## src/sv/pswt_pkg.sv

```systemverilog
// Shared types and constants for the plucked-string wavetable synth.
// No dependencies; imported by every module of the block.
`default_nettype none

package pswt_pkg;

   // Wavetable geometry (power of two: positions wrap by truncation)
   localparam int TABLE_SIZE = 512;
   localparam int IDX_W      = $clog2(TABLE_SIZE);

   // Default sample width, Q1.(SAMPLE_BITS-1)
   localparam int DEF_SAMPLE_BITS = 16;

   // Register field widths
   localparam int STEP_W = 9;
   localparam int FRAC_W = 16;
   localparam int GAIN_W = 15;
   localparam int THR_W  = 32;

   // Configuration bus
   localparam int CSR_DATA_W = 32;
   localparam int CSR_ADDR_W = 5;

   // Register reset values
   localparam logic [STEP_W-1:0] RST_PHASE_STEP     = STEP_W'(5);
   localparam logic [FRAC_W-1:0] RST_PHASE_FRACTION = FRAC_W'(7209);
   localparam logic [GAIN_W-1:0] RST_SMOOTH_GAIN    = GAIN_W'(32767);
   localparam logic [THR_W-1:0]  RST_SMOOTH_THR     = 32'hFFFF_FFFF;
   localparam logic [THR_W-1:0]  RST_BLEND_THR      = 32'h0000_0000;

   // Item kinds
   localparam logic ACT_TICK = 1'b0;
   localparam logic ACT_LOAD = 1'b1;

   // Register map, byte address 4*index
   typedef enum logic [2:0] {
      REG_PHASE_STEP     = 3'd0,
      REG_PHASE_FRACTION = 3'd1,
      REG_SMOOTH_GAIN    = 3'd2,
      REG_SMOOTH_THR     = 3'd3,
      REG_BLEND_THR      = 3'd4
   } pswt_reg_type;

   // Sequencer states
   typedef enum logic [2:0] {
      ST_CLEAR,
      ST_IDLE,
      ST_FETCH,
      ST_EMIT,
      ST_SUM,
      ST_MUL,
      ST_WRITE
   } pswt_state_type;

   // Configuration handed from the register file to the engine
   typedef struct packed {
      logic [STEP_W-1:0] phase_step;
      logic [FRAC_W-1:0] phase_fraction;
      logic [GAIN_W-1:0] smoothing_gain;
      logic [THR_W-1:0]  smoothing_threshold;
      logic [THR_W-1:0]  blend_threshold;
   } pswt_cfg_type;

endpackage

`default_nettype wire

```

## src/sv/pswt_engine.sv

```systemverilog
// Sequencer and datapath: table clear, load, blend, advance, smoothing.
// Depends on pswt_pkg; drives the pswt_table ports and the result beat.
`default_nettype none

module pswt_engine
   import pswt_pkg::*;
#(
   parameter int SAMPLE_BITS = DEF_SAMPLE_BITS
) (
   input  wire logic                          clock,
   input  wire logic                          reset,
   input  wire pswt_cfg_type                  cfg,
   // request channel
   input  wire logic                          req_valid,
   output logic                               req_stall,
   input  wire logic                          req_action,
   input  wire logic [IDX_W-1:0]              req_load_index,
   input  wire logic signed [SAMPLE_BITS-1:0] req_noise_sample,
   input  wire logic [THR_W-1:0]              req_random_blend,
   input  wire logic [THR_W-1:0]              req_random_smooth,
   // result channel
   output logic                               rsp_valid,
   input  wire logic                          rsp_stall,
   output logic signed [SAMPLE_BITS-1:0]      rsp_sample,
   // table ports
   output logic                               mem_wr_en,
   output logic [IDX_W-1:0]                   mem_wr_addr,
   output logic [SAMPLE_BITS-1:0]             mem_wr_data,
   output logic [IDX_W-1:0]                   mem_rd_addr,
   input  wire logic [SAMPLE_BITS-1:0]        mem_rd_data
);

   localparam int SUM_W  = SAMPLE_BITS + 1;
   localparam int GS_W   = GAIN_W + 2;
   localparam int PROD_W = SUM_W + GS_W;

   localparam logic signed [SAMPLE_BITS-1:0] SMP_MAX =
      {1'b0, {(SAMPLE_BITS-1){1'b1}}};
   localparam logic signed [SAMPLE_BITS-1:0] SMP_MIN =
      {1'b1, {(SAMPLE_BITS-1){1'b0}}};
   localparam logic [IDX_W-1:0] LAST_IDX = IDX_W'(TABLE_SIZE - 1);

   pswt_state_type state_ff, state_in;

   logic [IDX_W-1:0]              pos_ff, pos_in;
   logic [FRAC_W-1:0]             acc_ff, acc_in;
   logic [IDX_W-1:0]              cur_ff, cur_in;
   logic [IDX_W-1:0]              k_ff, k_in;
   logic [IDX_W-1:0]              clr_ff, clr_in;
   logic                          blend_ff, blend_in;
   logic                          smooth_ff, smooth_in;
   logic                          move_ff, move_in;
   logic signed [SAMPLE_BITS-1:0] val_ff, val_in;
   logic signed [SUM_W-1:0]       sum_ff, sum_in;
   logic signed [PROD_W-1:0]      prod_ff, prod_in;
   logic                          rsp_valid_ff, rsp_valid_in;
   logic signed [SAMPLE_BITS-1:0] rsp_sample_ff, rsp_sample_in;

   logic signed [SAMPLE_BITS-1:0] rd_val;
   logic signed [SAMPLE_BITS-1:0] blended;
   logic [FRAC_W:0]               acc_sum;
   logic [IDX_W-1:0]              next_pos;
   logic signed [GS_W-1:0]        gain_s;
   logic                          out_free;

   // control registers
   always_ff @(posedge clock) begin
      if (reset) begin
         state_ff     <= ST_CLEAR;
         pos_ff       <= '0;
         acc_ff       <= '0;
         clr_ff       <= '0;
         rsp_valid_ff <= 1'b0;
      end else begin
         state_ff     <= state_in;
         pos_ff       <= pos_in;
         acc_ff       <= acc_in;
         clr_ff       <= clr_in;
         rsp_valid_ff <= rsp_valid_in;
      end
   end

   // payload registers
   always_ff @(posedge clock) begin
      cur_ff        <= cur_in;
      k_ff          <= k_in;
      blend_ff      <= blend_in;
      smooth_ff     <= smooth_in;
      move_ff       <= move_in;
      val_ff        <= val_in;
      sum_ff        <= sum_in;
      prod_ff       <= prod_in;
      rsp_sample_ff <= rsp_sample_in;
   end

   // datapath terms
   assign rd_val   = $signed(mem_rd_data);
   assign blended  = blend_ff ? ((rd_val == SMP_MIN) ? SMP_MAX : -rd_val) : rd_val;
   assign acc_sum  = {1'b0, acc_ff} + {1'b0, cfg.phase_fraction};
   assign next_pos = pos_ff + cfg.phase_step[IDX_W-1:0] + IDX_W'(acc_sum[FRAC_W]);
   assign gain_s   = $signed({2'b00, cfg.smoothing_gain});
   assign out_free = !rsp_valid_ff || !rsp_stall;

   // the table is always read at the read position: the current entry
   // before the advance, the new entry after it
   assign mem_rd_addr = pos_ff;

   // next state and outputs
   always_comb begin
      state_in      = state_ff;
      pos_in        = pos_ff;
      acc_in        = acc_ff;
      clr_in        = clr_ff;
      cur_in        = cur_ff;
      k_in          = k_ff;
      blend_in      = blend_ff;
      smooth_in     = smooth_ff;
      move_in       = move_ff;
      val_in        = val_ff;
      sum_in        = sum_ff;
      prod_in       = prod_ff;
      rsp_sample_in = rsp_sample_ff;
      rsp_valid_in  = rsp_valid_ff && rsp_stall;
      mem_wr_en     = 1'b0;
      mem_wr_addr   = k_ff;
      mem_wr_data   = prod_ff[SAMPLE_BITS+FRAC_W-1:FRAC_W];
      req_stall     = 1'b1;

      unique case (state_ff)
         // zero the table after reset, one entry a cycle
         ST_CLEAR: begin
            mem_wr_en   = 1'b1;
            mem_wr_addr = clr_ff;
            mem_wr_data = '0;
            clr_in      = clr_ff + IDX_W'(1);
            if (clr_ff == LAST_IDX) begin
               state_in = ST_IDLE;
            end
         end
         // take a beat; loads write straight into the table
         ST_IDLE: begin
            req_stall = 1'b0;
            if (req_valid) begin
               if (req_action == ACT_LOAD) begin
                  mem_wr_en   = 1'b1;
                  mem_wr_addr = req_load_index;
                  mem_wr_data = req_noise_sample;
               end else begin
                  blend_in  = req_random_blend < cfg.blend_threshold;
                  smooth_in = req_random_smooth <= cfg.smoothing_threshold;
                  state_in  = ST_FETCH;
               end
            end
         end
         // current entry is here: blend, write back if blended, advance
         ST_FETCH: begin
            mem_wr_en   = blend_ff;
            mem_wr_addr = pos_ff;
            mem_wr_data = blended;
            val_in      = blended;
            cur_in      = pos_ff;
            pos_in      = next_pos;
            acc_in      = acc_sum[FRAC_W-1:0];
            move_in     = next_pos != pos_ff;
            state_in    = ST_EMIT;
         end
         // hand the sample to the output register; new entry is being read
         ST_EMIT: begin
            if (out_free) begin
               rsp_valid_in  = 1'b1;
               rsp_sample_in = val_ff;
               state_in      = (move_ff && smooth_ff) ? ST_SUM : ST_IDLE;
            end
         end
         ST_SUM: begin
            sum_in   = SUM_W'(val_ff) + SUM_W'(rd_val);
            state_in = ST_MUL;
         end
         ST_MUL: begin
            prod_in  = PROD_W'(sum_ff) * PROD_W'(gain_s);
            k_in     = cur_ff;
            state_in = ST_WRITE;
         end
         // fill old..new position (inclusive, circular) with the mean
         ST_WRITE: begin
            mem_wr_en = 1'b1;
            k_in      = k_ff + IDX_W'(1);
            if (k_ff == pos_ff) begin
               state_in = ST_IDLE;
            end
         end
         default: begin
            state_in = ST_IDLE;
         end
      endcase
   end

   assign rsp_valid  = rsp_valid_ff;
   assign rsp_sample = rsp_sample_ff;

endmodule

`default_nettype wire

```

## config.mk

```make
export PLATFORM = sky130hd
export DESIGN_NAME = pswt_engine
export DESIGN_NICKNAME = d
export VERILOG_FILES = /design/src/sv/pswt_pkg.sv /design/src/sv/pswt_engine.sv
export SDC_FILE = /design/constraint.sdc
export NUM_CORES = 1
export LEC_CHECK = 0
export ABC_AREA = 1
export BUFFER_PORTS_ARGS = -buffer_cell sky130_fd_sc_hd__buf_2
export CAP_MARGIN = 20
export CORE_MARGIN = 4
export CORE_UTILIZATION = 60
export CTS_CLUSTER_SIZE = 16
export DETAILED_ROUTE_END_ITERATION = 16
export PLACE_DENSITY_LB_ADDON = 0.08
export SETUP_SLACK_MARGIN = 0.02
export SLEW_MARGIN = 5
export SYNTH_ARGS = -nofsm -noshare
export SYNTH_HDL_FRONTEND = slang
export SYNTH_SLANG_ARGS = --single-unit
```

## constraint.sdc

```tcl
create_clock -name clock -period 14.8 [get_ports clock]
set_clock_uncertainty 0.2 [all_clocks]
set_input_delay 3.7 -clock clock [delete_from_list [all_inputs] [get_ports clock]]
set_output_delay 3.7 -clock clock [all_outputs]
set_load 0.005 [all_outputs]
```

==> results.tsv <==
stage	metric	value	unit
synthesis	ys_types	47	
critical_path	crit_family	simple AND/OR/NAND/NOR gates	
grt	gr-usage-all-layers	29.9	%
timing	slew_headroom	31.5	%
pwr	power_density	166	nW/um^2
synthesis	ys.flop_type	edfxtp_1	
timing	setup_viol	0	
critical_path	critPathCaptureType	output pin	
synthesis	synth_area	19800	sq um
timing	slew_violations	0	
grt	grt_pass1_vias	18298	
cts	h-tree-depth	4	
drt	drt_iter0_markers	1125	
cts	hold_buffers	0	
placement	globalplace.congestion	0.924	
drt	finalWirelength	52.7	mm
grt	grt_max_degree	74	
cts	cts_resized	0	
final_layout	syn_to_final_growth	11.4	%
timing	fin_crit	9460	ps
floorplanning	start_util	60.8	%
floorplanning	fp.dieW	190	um
grt	grt_antenna_before_repair	0	
synthesis	ys_warn_count	0	
critical_path	critPathMaxStageDelay	380	ps
cts	cts_setup_buffers	0	
timing	timing.hold.ws	252	ps
synthesis	ys_seq_area_share	16.9	%
run	max_cap_viol_count	0	
critical_path	required	10900	ps
floorplanning	core_region_area	32500	sq um
drt	avgRoutedWirePerCell	15.8	um
pwr	finalPower	3.65	mW
critical_path	r2r-start	sum_ff[16]$_DFFE_PP_	
critical_path	cp_slowest_cell	nand4_2	
timing	rsz0062_at_grt	false	
floorplanning	die_h	190	um
cts	clkTransAtPathRegs	60	ps
grt	grt_pass1_wl	87.4	mm
critical_path	worstPathMaxFanout	15	
drt	drt_pass1_iterations	6	
final_layout	layout_common_cells	668 x nand2_1, 666 x inv_1, 266 x buf_2	
cts	cts_inserted_buffers	17	
drt	remaining_drc_errors	0	
cts	cts_max_path_buffers	2	
synthesis	syn_avg_cell_area	7.46	sq um
pwr	vdd_drop_max	0.167	mV
floorplanning	fp.dieArea	36000	sq um
critical_path	path_depth	10	
critical_path	worst_setup_path_start_kind	input pin	
final_layout	drive_gt1_share	10.9	%
placement	dp_hpwl	43.4	mm
timing	period_share	63.9	%
grt	overflow	0	
timing	setup_tns	0	ps
critical_path	r2r_cells	19	
final_layout	final_common_cell	nand2_1	
placement	io_buffers	266	
drt	via_count	17722	
drt	vias_per_cell	5.32	
worst_hold_path	hp-class	reg2reg	
synthesis	ys_ff_latch	124	
drt	ant_nets	0	
timing	hold_violations	0	
critical_path	startpoint	mem_rd_data[1]	
synthesis	synth_cells	2655	
timing	tightest_slew	1030	ps
outcome	status	finished clean	
critical_path	endpoint	mem_wr_data[7]	
final_layout	insertedDiodeCount	0	
critical_path	crit_chain	buf_2, inv_1, ha_1, nand3_1, inv_1, nand4_2, nand3_1, nand2_1, o211ai_1, buf_2	
synthesis	synth_edf_count	86	
final_layout	design_area	22100	sq um
floorplanning	ioPinCount	267	
final_layout	nNetsFinal	3533	
critical_path	reg2reg_setup_slack	8390	ps
cts	insertion_delay	430	ps
cts	clockRootBuffer	clkbuf_16	
pwr	p_leak	12.5	nW
critical_path	worstPathArrival	5560	ps
timing	fmax	0.106	GHz
synthesis	async_flop_share	0	%
critical_path	cp_num_buf_inv	4	
critical_path	criticalPathCategory	in2out	
cts	cts_tree	built	
worst_hold_path	hold_path.startpoint	val_ff[4]$_DFFE_PP_	
synthesis	synth_fp_nets	3311	
placement	place_area	21400	sq um
critical_path	rr_endpoint	prod_ff[29]$_DFFE_PP_	
floorplanning	rows	66	
cts	cts.sinks	124	
layout make-up:
cell class	instances	area (sq um)
multi-input combinational	1795	13700
tap	442	553
clock buffer	24	536
sequential	124	3340
inverter	669	2510
clock inverter	8	100
timing repair buffer	270	1360
fill	2887	10500
report_power, final:
part	switching, mW	leakage (nW)	total, mW	internal [mW]
clock	0.163	0.312	0.450	0.287
sequential	0.0434	1.09	0.549	0.505
combinational	1.69	11.1	2.66	0.963
total	1.90	12.5	3.65	1.76
Yosys cell counts, drive strengths merged (8+ instances only):
cell type  count  area share [%]
edfxtp        86              13
nand4         24            0.79
nand3        112             2.8
xor2          36             1.6
buf           11            0.38
fa           257              26
nor2         146             2.8
o21ai        115             2.9
inv          669              13
o211ai         9            0.34
nand3b        10            0.38
nor4           8            0.25
nand2        671              13
ha           185              12
a21oi        131             3.3
xnor2          9            0.40
clkbuf        56             1.1
o21bai        12            0.46
dfxtp         38             3.8
nor3          17            0.51
o21a          14            0.53
flip-flops by register name (all words and copies together), names as in the netlist, 3 cells and up:
signal	flops
k_ff	9
mem_rd_addr	9
clr_ff	9
cur_ff	9
rsp_sample	16
state_ff	3
val_ff	16
prod_ff	16
sum_ff	17
acc_ff	16
worst min-delay path by stage:
stage | to | slack (ps) | cells past startpoint
floorplan | rsp_sample[0]$_DFFE_PP_ | 230 | 0
CTS | rsp_sample[4]$_DFFE_PP_ | 250 | 0
finish | rsp_sample[4]$_DFFE_PP_ | 250 | 0
detailed placement | rsp_sample[4]$_DFFE_PP_ | 240 | 0
global route | rsp_sample[4]$_DFFE_PP_ | 260 | 0
global placement | rsp_sample[4]$_DFFE_PP_ | 240 | 0
worst reg2reg max path: stages, from the launching register on:
cell,delay (ps)
edfxtp_1,760
nand2_1,270
fa_1,650
fa_1,680
inv_1,200
fa_1,560
fa_1,440
fa_1,540
inv_1,60
fa_1,530
inv_1,40
ha_1,350
inv_1,100
o21ai_0,160
a31oi_1,180
nand2_1,70
a21oi_1,210
nand2_1,80
nand2_1,60
nand2_1,40
kinds of logic (layout without fill, tap and decap cells):
group	after synthesis	count (layout)	synth area share (%)
and+or+nand+nor	1000	1000	20.7
AOI/OAI and AO/OA	308	308	8.56
adders and majority gates	442	442	37.7
buffers and inverters	736	971	14.2
xor gates and xnor gates	45	45	1.99
DFF	124	124	16.9
metrics by stage:
step / setup WS [ps] / util (%) / instances
floorplan: 5520 / - / 2655
finish: 5340 / 67.8 / 3332
global placement: 5300 / 65.8 / 3300
CTS: 5410 / 67.8 / 3332
detailed placement: 5160 / 65.8 / 3300
global route: 5200 / 67.8 / 3332
metal layers:
metal / wire [um] / GRT usage (%) / share of wire, %
met2: 26800 / 54.0 / 51
met1: 20900 / 37.5 / 40
met3: 3620 / 4.64 / 6.9
met5: 0 / 0 / 0
met4: 1390 / 8.43 / 2.6
Power figures use the tool's default switching activity.
